$ cat src/rtl/rv64sc_ram.sv
`default_nettype none

module rv64sc_ram #(
    parameter int WIDTH = 8,
    parameter int DEPTH = 128
) (
    input  logic                     i_clk,
    input  logic                     i_we,
    input  logic [$clog2(DEPTH)-1:0] i_waddr,
    input  logic [WIDTH-1:0]         i_wdata,
    input  logic [$clog2(DEPTH)-1:0] i_raddr,
    output logic [WIDTH-1:0]         o_rdata
);

    logic [WIDTH-1:0] r_mem [DEPTH];
    logic [WIDTH-1:0] r_rdata;

    always_ff @(posedge i_clk) begin
        if (i_we) begin
            r_mem[i_waddr] <= i_wdata;
        end
        r_rdata <= r_mem[i_raddr];
    end

    assign o_rdata = r_rdata;

endmodule

`default_nettype wire

$ cat config.mk
export PLATFORM = sky130hd
export DESIGN_NAME = rv64sc_ram
export DESIGN_NICKNAME = d
export VERILOG_FILES = /design/src/rtl/rv64sc_ram.sv
export SDC_FILE = /design/constraint.sdc
export NUM_CORES = 1
export LEC_CHECK = 0
export BUFFER_PORTS_ARGS = -buffer_cell sky130_fd_sc_hd__clkbuf_2
export CAP_MARGIN = 40
export CORE_AREA = 10 10 201 393
export CTS_CLUSTER_SIZE = 12
export DETAILED_ROUTE_END_ITERATION = 12
export DIE_AREA = 0 0 211 403
export PLACE_DENSITY_LB_ADDON = 0.1
export SETUP_SLACK_MARGIN = 0.15
export SLEW_MARGIN = 30
export SYNTH_ARGS = -nofsm -noshare
export SYNTH_HDL_FRONTEND = slang
export SYNTH_SLANG_ARGS = --single-unit
export TNS_END_PERCENT = 100
$ cat constraint.sdc
create_clock -name i_clk -period 5 [get_ports i_clk]
set_input_delay 1.5 -clock i_clk [delete_from_list [all_inputs] [get_ports i_clk]]
set_output_delay 1.5 -clock i_clk [all_outputs]
set_load 0.05 [all_outputs]
* After elaboration in Yosys (flattened, before gate mapping)
Memories as Yosys holds them, arrays and structs flattened. A register that Yosys moved wholly into a read port is not among the register bits.
Index checks and enable logic that the tools add are counted.
** Operators by class
- Eq/ne operators :: 0
- $mul :: 0
- Bitwise operators :: 0
- Divide/modulo/power cells :: 0
- Mux-type cells :: 2
- Reductions and logical operators :: 0
- Shifts and indexed selects :: 0
- Magnitude comparators :: 0
- Add/subtract/negate cells :: 0
** Operator list (number)
- $mux W1 :: 2
** Storage, ports and cells
- Output and inout port bits :: 8
- Memory bits (writable) :: 1024
- Memories kept :: 1
- Word-level logic and storage cells :: 3
- Register bits after elaboration :: 0
- ROM bits :: 0
- Input bits :: 24
- Latch bits :: 0
** Memory list
- r_mem :: depth 128, bits a word 8, read ports 1, clocked after Yosys merged registers in 1, wr ports 1, RTL line 15 : logic [WIDTH-1:0] r_mem [DEPTH];

* Logic depth before layout (Yosys ltp)
Gate-level depths: netlist of run 1.
- Depth in word-level cells :: 2
- Gate-level depth with buffers :: 7

* Least setup slack after synthesis of run 1
No wires, ideal clock.
- Path kind :: input -> register
- Start :: in i_raddr[0]
- End :: reg r_rdata[0], in the netlist o_rdata[0] (read register of r_mem)
- Data required time :: 4879 ps
- Path buffers :: 2
- Stages on the path :: 6
- Setup time :: 121 ps
- Arrival time :: 3883 ps
- Setup slack :: 996 ps
- Path through :: clkbuf_1 > buf_1 > mux4_2 > mux4_2 > mux4_2 > mux2_2
** RTL lines
- start, declared :: RTL line 11 : input logic [$clog2(DEPTH)-1:0] i_raddr,
- end, declared :: RTL line 16 : logic [WIDTH-1:0] r_rdata;

==> results of run 1 <==
==> report_power, final <==
part           leakage [nW]  total [mW]  switching, mW  internal, mW
clock                  1.31        6.60           2.93          3.67
sequential             9.27        9.56         0.0125          9.55
combinational          3.47       0.944          0.558         0.386
total                  14.1        17.1           3.50          13.6
==> worst max path at each step <==
| stage | start | endpoint | slack (ns) | depth (start not counted) |
|---|---|---|---|---|
| final | i_raddr[0] | o_rdata[2] | 1.35 | 6 |
| after global placement | i_raddr[0] | o_rdata[5] | 0.62 | 7 |
| after CTS | i_raddr[0] | o_rdata[5] | 1.37 | 7 |
| after global routing | i_raddr[0] | o_rdata[2] | 1.28 | 6 |
| after detailed placement | i_raddr[0] | o_rdata[6] | 0.63 | 6 |
| after floorplan | i_raddr[0] | o_rdata[0] | 1.0 | 6 |
==> metal layers <==
metal | routed length (µm) | vias to the layer above | part of all wire (%)
li1 | - | 7410 | -
met1 | 32070 | 9586 | 35
met2 | 51540 | 601 | 57
met3 | 4466 | 126 | 4.9
met4 | 3010 | 0 | 3.3
met5 | 0 | - | 0
==> synthesized netlist by cell type <==
library cell,number
edfxtp_1,1024
mux4_2,336
nor2_1,122
clkbuf_1,44
buf_1,18
buf_2,15
nand2_1,14
nand3_1,12
buf_4,11
nor3_1,9
dfxtp_1,8
mux2_2,8
nor2b_1,7
nand4_1,3
nand2b_1,2
buf_6,1
or3_1,1
==> worst max-delay path, stage by stage <==
cell and delay (ns):
buf_8 0.30, buf_4 0.42, mux4_2 0.59, mux4_2 0.49, mux4_2 0.55, mux2_2 0.31
==> layout make-up <==
type / count / area (µm²)
multi-input cells: 514 / 8357
clock inverters: 3 / 21.27
clock buffers: 144 / 2699
well taps: 923 / 1155
fillers: 4991 / 27550
flip-flops and latches: 1032 / 30910
repair buffers: 205 / 1831
==> stage by stage <==
stage | util, % | setup WS, ns | std cells
2_1_floorplan | - | 0.9960 | 1635
3_3_place_gp | 57.91 | 0.6166 | 2654
3_5_place_dp | 58.08 | 0.6314 | 2665
4_1_cts | 61.83 | 1.368 | 2812
5_1_grt | 62.01 | 1.283 | 2821
6_report | 62.01 | 1.352 | 2821
==> flip-flops by register name, summed over array words and instances (netlist names) <==
signal   cells
r_mem     1024
o_rdata      8
==> kinds of logic (layout without fill, tap and decap cells) <==
family	Yosys count	in the layout	share of synthesized area, %
buffers and inverters	89	352	1.013
flip-flops	1032	1032	77.93
multiplexers	344	344	19.30
AND/OR/NAND/NOR	170	170	1.757
==> results by group, run 1 <==
Run status
  • Status: completed

Die
  • # IOs: 32
  • Row count: 140
  • Core box area: 72520 µm²
  • Die width: 211 µm
  • Die area: 85030 µm²
  • Initial Utilization: 54.70%
  • Die Y: 403 µm

Timing
  • Worst-Margin Slew: 0.8507 ns
  • Max_slew headroom: 43.29%
  • Fin crit share: 72.96%
  • Final Setup Violations: 0
  • Setup TNS: 0 ns
  • Maximum clock frequency: 0.2741 GHz
  • Final slew viol count: 0
  • RSZ-0062 raised after global routing: false
  • Crit path time final: 3.648 ns
  • Final hold slack: 1.133 ns
  • Final hold violations: 0
  • Max Clock Skew: 0.02468 ns

CTS
  • Hold bufs inserted after CTS: 0
  • Worst-Skew Late Latency: 0.68 ns
  • CTS Buf Count: 96
  • # clock sinks: 1032
  • PostCTS Resize Cnt: 0
  • Reg clk slew, reported paths: 0.06 ns
  • Root buf cell: clkbuf_16
  • CTS tree: built
  • CTS max path bufs: 3
  • CTS H-tree lvls: 3
  • Setup repair bufs after CTS: 0

Place
  • DP HPWL: 58.47 mm
  • Number of port buffers: 31
  • Cell Area, Placed: 42120 µm²
  • Placer Congestion: 0.8169

Drt
  • Vias per cell: 6.283
  • Post-Route WL: 91.08 mm
  • Via count: 17723
  • DRT iter0 DRCs: 1504
  • DR pass1 iterations: 7
  • Wire per inst: 32.29 µm
  • # DRC: 0
  • Post-route antenna net violation count: 0

Cells and area
  • Post-route cell area: 44970 µm²
  • Commonest non-fill, non-tap cell in the layout: edfxtp_1
  • Layout cell share with drive strength beyond 1: 34.46%
  • Area Growth Syn to Fin: 13.38%
  • N_diodes: 0
  • Final nets: 1873
  • Most frequent cells in the layout: 1024 x edfxtp_1, 336 x mux4_2, 155 x buf_4, 121 x nor2_1, 101 x clkbuf_16

Pwr
  • Pwr Total: 17.11 mW
  • Worst IR drop on VDD: 0.3237 mV
  • Leakage power: 14.06 nW
  • Cell Pwr Density: 380.5 nW/µm²

Global route
  • Initial antenna violation count: 1
  • Largest net degree at the start of global routing: 106
  • Grt ovf: 0
  • Vias in the first global route: 19096
  • Met1 GRT Util: 25.94%
  • Met2 usage: 40.48%
  • GRT Max-Usage Layer: met2
  • Total GRT Usage: 22.18%
  • First-pass GRT wire length: 134.2 mm
  • Met3 Usage GRT: 3.170%

Hold path
  • Cell depth of the worst hold path: 4
  • Hold Crit Start: r_mem[91][6]
  • Hold Crit Class: reg2reg
  • Sink of the worst hold path: o_rdata[6]

Synthesis
  • Post-synthesis cell count: 1635
  • Mapped Nets: 1659
  • Sequential area share after synthesis: 77.93%
  • YS warnings: 0
  • Avg Cell Area, Syn: 24.26 µm²
  • Synth area leaders: edfxtp_1 78%, mux4_2 19%, nor2_1 1.2%
  • Synth area leader: edfxtp_1
  • Synth Cell Area: 39670 µm²
  • Top cell type's share of synthesized area: 77.52%
  • Flop and latch count out of synthesis: 1032
  • Netlist cell types: 17

Flow run
  • Max_cap viols: 0

Critical path
  • Worst setup SP type: input port
  • Worst setup path category: in2reg
  • R2R depth: 4
  • Worst Path Required: 5.56 ns
  • Reg2Reg Setup Slack: 2.56 ns
  • R2R Path Start: r_mem[119][5]
  • Worst setup EP type: register
  • WP data arrival: 4.21 ns
  • Maximum fanout along the worst path: 24
  • Reg2reg end: o_rdata[5]
Note: power is estimated with default switching activity, not from simulation.
==> run 2, diff against run 1 <==
ABC_AREA = 1   (was not set)
CORE_AREA = 10 10 207 405   (was 10 10 201 393)
DIE_AREA = 0 0 217 415   (was 0 0 211 403)
clock period = 3.7 ns   (was 5 ns; I/O delays follow)
==> run 2 against run 1 <==
Non-clock buffer count down 6. Synthesized cell count up 120%. Cell area up 3.7%. Via count up 57%. Routed wire length up 28%. Global-route usage up 3.4 points. Clock-buffer cell count down 2. Critical path depth up 8. Critical path type unchanged. Highest routed layer unchanged.
==> results by group, run 2 <==
Place
  • Placer Congestion: 0.8874 (+8.6%)
  • Placed cells: 4562 (+71%)
  • Number of port buffers: 31 (unchanged)
  • DP HPWL: 72.03 mm (+23%)
  • Dpl ws: 0.2472 ns (-0.3842 ns)

Cells and area
  • Layout cell share with drive strength beyond 1: 8.322% (-26 points)
  • Area Growth Syn to Fin: 10.74%
  • Area taken by multi-input logic gates: 9763 µm² (+17%)
  • Most flops, register: r_mem
  • Register area: 30910 µm² (unchanged)
  • Non-filler cells, final: 4711 (+67%)
  • Commonest non-fill, non-tap cell in the layout: nand2_1
  • N_diodes: 0 (unchanged)
  • Final nets: 3665 (+96%)
  • Max FFs per register: 1024 (unchanged)
  • Fillers: 6295 (+26%)
  • Most frequent cells in the layout: 1215 x nand2_1, 1024 x edfxtp_1, 931 x nand3_1, 146 x buf_4, 134 x nor2_1

Global route
  • Met3 Usage GRT: 3.316% (+0.15 points)
  • Initial antenna violation count: 0 (-1)
  • Largest net degree at the start of global routing: 119 (+12%)
  • Met1 GRT Util: 29.31% (+3.4 points)
  • First-pass GRT wire length: 173.1 mm (+29%)
  • Grt ovf: 0 (unchanged)
  • Vias in the first global route: 27652 (+45%)
  • Total GRT Usage: 25.60% (+3.4 points)
  • Met2 usage: 44.87% (+4.4 points)
  • GRT Max-Usage Layer: met2

Synthesis
  • Top cell type's share of synthesized area: 73.03% (-4.5 points)
  • Post-synthesis cell count: 3575 (+120%)
  • Number of synthesized flops with an enable pin: 1024 (unchanged)
  • XOR/XNOR Fraction of Synth Area: 0% (unchanged)
  • Most common cell in the netlist: nand2_1
  • Multiplexer share of the synthesized area: 0% (-19 points)
  • Post-synthesis simple-gate area fraction: 23.19% (+21 points)
  • Largest family of logic cells by synthesized area: simple AND/OR/NAND/NOR gates
  • Synth async-reset ratio: 0% (unchanged)
  • Flop and latch count out of synthesis: 1032 (unchanged)
  • Synth area leader: edfxtp_1
  • Commonest cells post-synth: 1215 x nand2_1, 1024 x edfxtp_1, 931 x nand3_1, 134 x nor2_1, 121 x buf_2
  • Synth Area in Adders: 0% (unchanged)
  • YS warnings: 0 (unchanged)
  • Synth area leaders: edfxtp_1 73%, nand3_1 11%, nand2_1 11%
  • Synth Cell Area: 42100 µm² (+6.1%)
  • Netlist cell types: 14 (-3)
  • Mapped Nets: 3599 (+120%)
  • Sequential area share after synthesis: 73.41% (-4.5 points)
  • Top FF cell, synth: edfxtp_1
  • Avg Cell Area, Syn: 11.78 µm² (-51%)
  • Synth Area in Compound Gates: 0% (unchanged)

Pwr
  • Pwr Total: 23.55 mW (+38%)
  • Leakage power: 16.63 nW (+18%)
  • Worst IR drop on VDD: 0.4521 mV (+40%)
  • Cell Pwr Density: 505.1 nW/µm² (+33%)

CTS
  • CTS tree: built
  • CTS max path bufs: 3 (unchanged)
  • Worst-Skew Late Latency: 0.68 ns (about the same)
  • PostCTS Resize Cnt: 0 (unchanged)
  • # clock sinks: 1032 (unchanged)
  • Reg clk slew, reported paths: 0.06 ns (about the same)
  • Root buf cell: clkbuf_16
  • Hold bufs inserted after CTS: 0 (unchanged)
  • CTS H-tree lvls: 3 (unchanged)
  • CTS Buf Count: 96 (unchanged)
  • Setup repair bufs after CTS: 0 (unchanged)

Run status
  • Status: completed

Drt
  • DRT iter0 DRCs: 2669 (+77%)
  • Via count: 27911 (+57%)
  • Wire per inst: 24.77 µm (-23%)
  • Post-Route WL: 116.7 mm (+28%)
  • Vias per cell: 5.925 (-5.7%)
  • DR pass1 iterations: 8 (+1)
  • Post-route antenna net violation count: 0 (unchanged)
  • # DRC: 0 (unchanged)

Critical path
  • Worst setup path category: in2reg
  • Worst setup SP type: input port
  • R2R depth: 10 (+6)
  • Worst setup EP type: register
  • Worst Path Required: 4.32 ns (-1.24 ns)
  • Maximum fanout along the worst path: 39 (+63%)
  • WP data arrival: 3.44 ns (-0.77 ns)

Hold path
  • Cell depth of the worst hold path: 1 (-3)
  • Hold Crit Class: in2reg

Timing
  • Max Clock Skew: 0.01356 ns (-0.01111 ns)
  • Setup TNS: 0 ns (unchanged)
  • Max_slew headroom: 40.51% (-2.8 points)
  • Crit path time final: 2.819 ns
  • Final Setup Violations: 0 (unchanged)
  • Final hold violations: 0 (unchanged)
  • RSZ-0062 raised after global routing: false
  • Fin crit share: 76.18%
  • Maximum clock frequency: 0.3548 GHz
  • Worst-Margin Slew: 0.8913 ns (+0.04067 ns)
  • Final slew viol count: 0 (unchanged)
  • Min setup slack post-route: 0.8814 ns (-0.4704 ns)

Flow run
  • Max_cap viols: 0 (unchanged)

Die
  • Die Y: 415 µm (+3.0%)
  • Die area: 90060 µm² (+5.9%)
  • Row count: 144 (+2.9%)
  • Core box area: 77110 µm² (+6.3%)
  • # IOs: 32 (unchanged)
  • Initial Utilization: 54.60% (-0.096 points)
  • Die width: 217 µm (+2.8%)
==> run 2: layout make-up <==
cell class,count,share of cell area (%)
Clock buffer,142,5.751
Tap cell,1022,2.743
Inverter,24,0.2496
Clock inverter,4,0.06441
Timing Repair Buffer,199,3.958
Sequential cell,1032,66.29
Multi-Input combinational cell,2288,20.94
==> run 2: critical path, cell delays in order <==
cell and delay [ns]:
buf_8 0.28, buf_12 0.25, buf_12 0.25, buf_4 0.25, nand2_1 0.07, nand3_1 0.08, nand3_1 0.17, nand3_1 0.14
nand2_1 0.06, nand2_1 0.05, nand3_1 0.34, nand2_1 0.19, nand2_1 0.06, nand2_1 0.06
==> run 2: final timing paths <==
check,to,startpoint,slack [ns]
worst max-delay path,o_rdata[2],i_raddr[0],0.88
worst min register to register,o_rdata[2],r_mem[36][2],0.92
worst max register to register,o_rdata[3],r_mem[63][3],2.00
worst min-delay path,r_mem[93][5],i_wdata[5],0.88
==> run 2: power by group <==
| group | total (mW) | internal [mW] | switching, mW |
|---|---|---|---|
| combinational | 1.62 | 0.401 | 1.22 |
| sequential | 12.9 | 12.9 | 0.0245 |
| clock | 9.00 | 4.94 | 4.05 |
| total | 23.5 | 18.2 | 5.30 |
==> run 2: stage by stage <==
| step | util (%) | instance area, µm² | hold WS, ns |
|---|---|---|---|
| 2_1_floorplan | - | 42100 | 0.8026 |
| 3_3_place_gp | 56.89 | 43870 | 0.9396 |
| 3_5_place_dp | 56.90 | 43880 | 0.9093 |
| 4_1_cts | 60.42 | 46590 | 0.8341 |
| 5_1_grt | 60.46 | 46620 | 0.8673 |
| 6_report | 60.46 | 46620 | 0.8778 |
==> run 2: cell families (layout without fill, tap and decap cells) <==
family                 after synthesis  in the layout
buffers and inverters              255            369
DFF                               1032           1032
and+or+nand+nor                   2288           2288
==> run 2: per-layer routing <==
metal | wire length [µm] | part of all wire (%)
met1 | 41310 | 35
met3 | 7129 | 6.1
met5 | 0 | 0
met4 | 7089 | 6.1
met2 | 61170 | 52
